[config.mk]
export PLATFORM = sky130hd
export DESIGN_NAME = aging_replacement_policy_unit
export DESIGN_NICKNAME = d
export VERILOG_FILES = /design/src/hw/rtl/arp_pkg.sv /design/src/hw/rtl/arp_dp.sv /design/src/hw/rtl/arp_ctrl.sv /design/src/hw/rtl/aging_replacement_policy_unit.sv
export VERILOG_INCLUDE_DIRS = /design/src /design/src/hw/rtl
export SDC_FILE = /design/constraint.sdc
export NUM_CORES = 1
export LEC_CHECK = 0
export ABC_AREA = 1
export BUFFER_PORTS_ARGS = -buffer_cell sky130_fd_sc_hd__buf_2
export CAP_MARGIN = 20
export CORE_MARGIN = 1.5
export CORE_UTILIZATION = 48
export CTS_BUF_LIST = sky130_fd_sc_hd__clkbuf_16
export DETAILED_ROUTE_END_ITERATION = 10
export PLACE_DENSITY = 0.76
export SYNTH_ARGS = -nofsm -noshare
export SYNTH_HDL_FRONTEND = slang
export SYNTH_SLANG_ARGS = --single-unit
[constraint.sdc]
create_clock -name clk -period 2.38 [get_ports clk]
set_input_delay 0.119 -clock clk [delete_from_list [all_inputs] [get_ports clk]]
set_output_delay 0.119 -clock clk [all_outputs]
set_load 0.1 [all_outputs]
[src/hw/rtl/aging_replacement_policy_unit_defines.svh]
// Assertion macros used by the aging replacement policy controller
`ifndef AGING_REPLACEMENT_POLICY_UNIT_DEFINES_SVH
`define AGING_REPLACEMENT_POLICY_UNIT_DEFINES_SVH

// same-cycle implication, disabled in reset
`define ARP_ASSERT_NOW(lbl, ante, cons, msg) \
  lbl: assert property (@(posedge clk) disable iff (rst) (ante) |-> (cons)) \
    else $error(msg);

// next-cycle implication, disabled in reset
`define ARP_ASSERT_NEXT(lbl, ante, cons, msg) \
  lbl: assert property (@(posedge clk) disable iff (rst) (ante) |=> (cons)) \
    else $error(msg);

`endif

[src/hw/rtl/arp_pkg.sv]
// Shared types and constants for the aging replacement policy unit
package arp_pkg;

  localparam int ENTRIES  = 16;
  localparam int AGE_BITS = 8;
  localparam int IDX_W    = (ENTRIES > 1) ? $clog2(ENTRIES) : 1;

  localparam logic CMD_TOUCH  = 1'b0;
  localparam logic CMD_VICTIM = 1'b1;

  typedef logic [AGE_BITS-1:0] age_t;
  typedef logic [IDX_W-1:0]    idx_t;

  typedef struct packed {
    logic       cmd;
    logic [3:0] entry_index;
    logic [3:0] partner_index;
  } req_t;

  typedef struct packed {
    logic [3:0] victim_index;
    logic       victim_found;
    logic       swapped;
    logic [7:0] entry_age;
  } rsp_t;

  // controller -> datapath
  typedef struct packed {
    logic load;
    logic touch;
    logic step;
    logic swap;
    logic finish;
  } dp_cmd_t;

  // datapath -> controller
  typedef struct packed {
    logic scan_last;
  } dp_stat_t;

endpackage

[src/hw/rtl/arp_dp.sv]
// Datapath: age/used store, victim scan registers and result register
module arp_dp
  import arp_pkg::*;
(
  input  logic     clk,
  input  logic     rst,
  input  req_t     req,
  input  dp_cmd_t  cmd,
  output dp_stat_t stat,
  output rsp_t     rsp
);

  localparam age_t AGE_TOP = {1'b1, {(AGE_BITS-1){1'b0}}};

  age_t               age [ENTRIES];
  logic [ENTRIES-1:0] used;

  idx_t ptr;
  logic item_cmd;
  logic entry_ok;
  idx_t p_ptr;
  logic p_ok;

  logic found;
  idx_t best_idx;
  age_t best_age;
  age_t p_age;
  logic p_used;

  age_t rd_age;
  logic rd_used;
  age_t touch_age;
  logic swap_ok;
  rsp_t rsp_next;

  // single read port, pointer set by the item or the scan counter
  assign rd_age    = age[ptr];
  assign rd_used   = used[ptr];
  assign touch_age = (rd_age >> 1) | AGE_TOP;
  assign swap_ok   = found && p_ok && (p_ptr != best_idx);

  assign stat.scan_last = (ptr == IDX_W'(ENTRIES - 1));

  always_comb begin
    rsp_next = '0;
    if (item_cmd == CMD_TOUCH) begin
      if (entry_ok) begin
        rsp_next.entry_age = 8'(touch_age);
      end
    end else if (found) begin
      rsp_next.victim_index = 4'(best_idx);
      rsp_next.victim_found = 1'b1;
      rsp_next.swapped      = swap_ok;
      rsp_next.entry_age    = 8'(best_age);
    end
  end

  // entry store; unused entries always hold age zero
  always_ff @(posedge clk) begin
    if (rst) begin
      used <= '0;
      ptr  <= '0;
      for (int i = 0; i < ENTRIES; i++) begin
        age[i] <= '0;
      end
    end else begin
      if (cmd.load) begin
        ptr <= (req.cmd == CMD_VICTIM) ? '0 : IDX_W'(req.entry_index);
      end else if (cmd.step && !stat.scan_last) begin
        ptr <= ptr + 1'b1;
      end
      if (cmd.touch && entry_ok) begin
        for (int i = 0; i < ENTRIES; i++) begin
          if (ptr == IDX_W'(i)) begin
            age[i]  <= touch_age;
            used[i] <= 1'b1;
          end else if (used[i]) begin
            age[i] <= age[i] >> 1;
          end
        end
      end
      if (cmd.swap && swap_ok) begin
        age[best_idx] <= p_used ? p_age : '0;
        age[p_ptr]    <= p_used ? best_age : '0;
      end
    end
  end

  // item, scan and result registers
  always_ff @(posedge clk) begin
    if (cmd.load) begin
      item_cmd <= req.cmd;
      entry_ok <= (int'(req.entry_index) < ENTRIES);
      p_ptr    <= IDX_W'(req.partner_index);
      p_ok     <= (int'(req.partner_index) < ENTRIES);
      found    <= 1'b0;
      best_idx <= '0;
      best_age <= '0;
      p_age    <= '0;
      p_used   <= 1'b0;
    end else if (cmd.step) begin
      if (rd_used && (!found || rd_age < best_age)) begin
        found    <= 1'b1;
        best_idx <= ptr;
        best_age <= rd_age;
      end
      if (ptr == p_ptr) begin
        p_age  <= rd_age;
        p_used <= rd_used;
      end
    end
    if (cmd.finish) begin
      rsp <= rsp_next;
    end
  end

endmodule

[src/hw/rtl/arp_ctrl.sv]
// Controller: sequences touch, victim scan and swap, owns the result valid
`include "aging_replacement_policy_unit_defines.svh"

module arp_ctrl
  import arp_pkg::*;
(
  input  logic     clk,
  input  logic     rst,
  input  logic     req_valid,
  input  logic     req_cmd,
  output logic     req_stall,
  output logic     rsp_valid,
  input  logic     rsp_stall,
  input  dp_stat_t stat,
  output dp_cmd_t  cmd
);

  typedef enum logic [3:0] {
    ST_IDLE  = 4'b0001,
    ST_TOUCH = 4'b0010,
    ST_SCAN  = 4'b0100,
    ST_SWAP  = 4'b1000
  } state_t;

  state_t state;
  state_t state_next;
  logic   out_free;

  assign out_free  = !rsp_valid || !rsp_stall;
  assign req_stall = (state != ST_IDLE);

  always_comb begin
    cmd        = '0;
    state_next = state;
    case (state)
      ST_IDLE: begin
        if (req_valid) begin
          cmd.load   = 1'b1;
          state_next = (req_cmd == CMD_VICTIM) ? ST_SCAN : ST_TOUCH;
        end
      end
      ST_TOUCH: begin
        if (out_free) begin
          cmd.touch  = 1'b1;
          cmd.finish = 1'b1;
          state_next = ST_IDLE;
        end
      end
      ST_SCAN: begin
        cmd.step = 1'b1;
        if (stat.scan_last) begin
          state_next = ST_SWAP;
        end
      end
      ST_SWAP: begin
        if (out_free) begin
          cmd.swap   = 1'b1;
          cmd.finish = 1'b1;
          state_next = ST_IDLE;
        end
      end
      default: begin
        state_next = ST_IDLE;
      end
    endcase
  end

  always_ff @(posedge clk) begin
    if (rst) begin
      state     <= ST_IDLE;
      rsp_valid <= 1'b0;
    end else begin
      state <= state_next;
      if (cmd.finish) begin
        rsp_valid <= 1'b1;
      end else if (!rsp_stall) begin
        rsp_valid <= 1'b0;
      end
    end
  end

  `ARP_ASSERT_NEXT(a_busy_after_accept, state == ST_IDLE && req_valid, state != ST_IDLE, "no busy after accept")
  `ARP_ASSERT_NOW(a_no_overwrite, cmd.finish, !(rsp_valid && rsp_stall), "result overwritten while stalled")
  `ARP_ASSERT_NEXT(a_scan_to_swap, state == ST_SCAN && stat.scan_last, state == ST_SWAP, "scan did not end in swap")
  `ARP_ASSERT_NEXT(a_finish_valid, cmd.finish, rsp_valid && state == ST_IDLE, "finish without result")

endmodule

[src/hw/rtl/aging_replacement_policy_unit.sv]
// Touch: accepted in idle, then the touch state updates the ages and registers the result.
// Victim: accepted in idle, scanned over the single entry read port, then swapped and registered.
// One beat at a time; the touch and swap states wait while the result output is stalled.
// Reset (rst, synchronous): all ages and used flags clear, controller idle, no result valid.
// Top level of the aging replacement policy unit
module aging_replacement_policy_unit
  import arp_pkg::*;
(
  input  logic clk,
  input  logic rst,
  input  logic req_valid,
  output logic req_stall,
  input  req_t req,
  output logic rsp_valid,
  input  logic rsp_stall,
  output rsp_t rsp
);

  dp_cmd_t  cmd;
  dp_stat_t stat;

  arp_ctrl u_ctrl (
    .clk       (clk),
    .rst       (rst),
    .req_valid (req_valid),
    .req_cmd   (req.cmd),
    .req_stall (req_stall),
    .rsp_valid (rsp_valid),
    .rsp_stall (rsp_stall),
    .stat      (stat),
    .cmd       (cmd)
  );

  arp_dp u_dp (
    .clk  (clk),
    .rst  (rst),
    .req  (req),
    .cmd  (cmd),
    .stat (stat),
    .rsp  (rsp)
  );

endmodule

==> flow_metrics.tcl <==
set metrics [dict create \
    status "finished with violations" \
    violations "setup timing" \
    fin_cells 2068 \
    routed_wl_mm 53.7 \
    yosysWarnings 0 \
    setup_viol 55 \
    grt_pass1_vias 12206 \
    synth.largest_area_cell "edfxtp_1" \
    drc 0 \
    rows 58 \
    timing.fmax_mhz 373 \
    ys_ff_latch 198 \
    gp_congestion 1.06 \
    synthFlopType "edfxtp_1" \
    clkTransAtPathRegs_ps 90 \
    antenna_found_initial 1 \
    die_x_um 163 \
    dr_total_vias 13613 \
    cts_buffers 17 \
    area_growth_syn_to_layout_pct 32.2 \
    cpPeakStageDelay_ps 380 \
    critPathKind "register to register" \
    max_cap_viol_count 0 \
    worst_pin_slew_ps 646 \
    overflow 0 \
    ir_worst_vdd_uv 462 \
    core_area_sq_um 25100 \
    grtUsageMet1_pct 51.6 \
    synth_edf_count 147 \
    cp_max_fo 14 \
    hp-class "input pin to register" \
    antenna_left 0 \
    finalClockSkew_ps 18.7 \
    wire_per_inst_um 26.0 \
    critPathCaptureType "register" \
    dr.pass1.iters 6 \
    numPortBuffers 28 \
    multiInputGateArea_sq_um 6390 \
    worstPathRequired_ps 2720 \
    cts.sinks 198 \
    vias_per_cell 6.58 \
    worst_ep_arrival_time_ps 3030 \
    rsz0062_at_grt "yes" \
    synth_top_area_share_pct 36.1 \
    synthCells 1516 \
    die-area_sq_um 26400 \
    initial_core_util_pct 48.7 \
    synth-async-reset-ratio_pct 0 \
    maxSlewViolCount 0 \
    syn_avg_cell_area_sq_um 8.06 \
    synth_area_sq_um 12200 \
    ys_seq_area_share_pct 44.5 \
    yosys-top-cells-area "edfxtp_1 36%, dfxtp_1 8.4%, nand2_1 8.3%" \
    cts_tree "yes" \
    h-tree-depth 4 \
    period_minus_slack_ps 2680 \
    n_fill_cell 2126 \
    area.sequential_sq_um 5450 \
    layout_common_cells "246 x nand2_1, 174 x buf_4, 151 x inv_1" \
    use_met2_pct 56.9 \
    busiest_layer "met2" \
    dpl.cell_count 1978 \
    grt_start_max_net_pins 26 \
    slowest_stage "dfxtp_4" \
    cp-start-kind "register" \
    finalWorstSetupSlack_ps -304 \
    grt_use_met3_pct 12.8 \
    p_total_mw 11.1 \
    final_hold_viol_count 0 \
    grt_pass1_wl_mm 76.3 \
    syn-num-nets 1540 \
    leakagePower_nw 6.34 \
    dr.first_iter.drc_count 2171 \
    ys_types 48 \
    diodes 0 \
    drive_above_1_share_pct 28.3 \
    final_common_cell "nand2_1" \
    io_pins 29 \
    clock_path_buffers 2 \
    hold_slack_ps 201 \
    grtUsageTotal_pct 39.7 \
    dp_hpwl_mm 36.8 \
    powerDensity_nw_per_um2 690 \
    clk_latency_ps 460 \
    post-route-period-util_pct 113 \
    cts-root-buf "clkbuf_16" \
    die_height_um 163 \
    max_slew_margin_pct 56.8 \
    crit_chain "buf_8 > buf_12 > o21ai_2 > o22ai_1 > o211ai_1 > nand2_2 > ha_4 > nand2_4 > buf_4 > nor2_2 > nand2_1 > nand2_2 > nand2_4 > buf_16 > a21oi_2 > nor2_1" \
    nets 1749 \
]
-- synthesized netlist by cell type, types with 3 or more instances --
cell	count
inv_1	160
ha_1	11
o221ai_1	69
o21a_1	3
nor2_1	151
nand4_1	9
o21ai_1	41
nor2_2	3
buf_4	3
nor3_4	3
a221oi_1	10
o21ai_0	137
a21oi_1	109
buf_6	13
nor4_1	4
nor3_1	17
a31oi_1	3
nand2_1	270
a22oi_1	14
dfxtp_1	51
o211ai_1	41
nand3_1	77
xnor2_1	6
nand2_2	9
clkbuf_1	34
inv_2	15
buf_2	35
edfxtp_1	147
nor4_4	3
o22ai_1	19
a211oi_1	23
-- what timing repair did --
| action | CTS | global route |
|---|---|---|
| gates cloned | 5 | 5 |
| buffers inserted | 13 | 31 |
| endpoints found under the hold margin | 13 | 3 |
| gates resized for setup | 65 | 223 |
| pin swaps | 20 | 39 |
| setup endpoints to repair | 27 | 218 |
| hold buffers | 9 | 2 |
-- final cells by class --
cell class / instances / area share [%]
clock buffers: 17 / 2.63
clock inverters: 15 / 1.31
inverters: 178 / 4.69
multi-input cells: 1056 / 39.5
flip-flops and latches: 198 / 33.7
well taps: 330 / 2.56
repair buffers: 271 / 15.4
repair inverters: 3 / 0.124
-- critical path: cells and delay by family (launching register included) --
family          cells  cell delay, ps
compound gates      4             690
simple gates        7             600
buf+inv             4             570
flops               1             380
fa+ha+maj           1             300
-- report_power, final --
part           internal (mW)  leakage, nW  switching (mW)  total, mW
clock                   1.49        0.308            1.70       3.19
combinational           1.38         4.12            2.38       3.76
sequential              3.99         1.91           0.212       4.20
-- worst paths after layout --
kind / start / to / slack [ps] / cells past startpoint
setup reg to reg: register / u_dp.best_age[4]$_SDFFE_PP0P_ / -300 / 16
hold / removal: rsp_stall / u_ctrl.rsp_valid$_SDFFE_PP0P_ / 200 / 5
setup / recovery: register / u_dp.best_age[4]$_SDFFE_PP0P_ / -300 / 16
hold reg to reg: u_dp.used[11]$_SDFFE_PP0P_ / u_dp.used[11]$_SDFFE_PP0P_ / 490 / 2
-- flip-flops by register name (all words and copies together), names as in the netlist, 4 cells and up, named ones only --
register,flops
u_dp.used,16
u_ctrl.state,4
u_dp.best_idx,4
u_dp.age,128
u_dp.best_age,8
u_dp.rsp,14
u_dp.p_ptr,4
u_dp.ptr,4
u_dp.p_age,8
-- cell families after synthesis --
kind of cell	Yosys count	share of synthesized area (%)
AOI/OAI and AO/OA	479	24.3
xor gates and xnor gates	8	0.573
adders and majority gates	11	1.13
buffers and inverters	263	9.37
DFF	198	44.5
and+or+nand+nor	557	20.1
-- per-layer routing --
metal  vias to the layer above  part of all wire (%)
met2                      1207                    41
met1                      6295                    36
met3                       289                    15
li1                       5820                     -
met4                         2                   7.9
met5                         -                 0.024
-- stage by stage --
stage	setup TNS (ps)	cell area, sq um	utilization (%)	worst slack (ps)
2_1_floorplan	0	12200	-	0.661
3_3_place_gp	-2550	13900	55.5	-223
3_5_place_dp	-2470	13900	55.5	-239
4_1_cts	-1890	15100	60.2	-180
5_1_grt	-22720	16200	64.4	-353
6_report	-5200	16200	64.4	-304
Note: power is estimated with default switching activity, not from simulation.
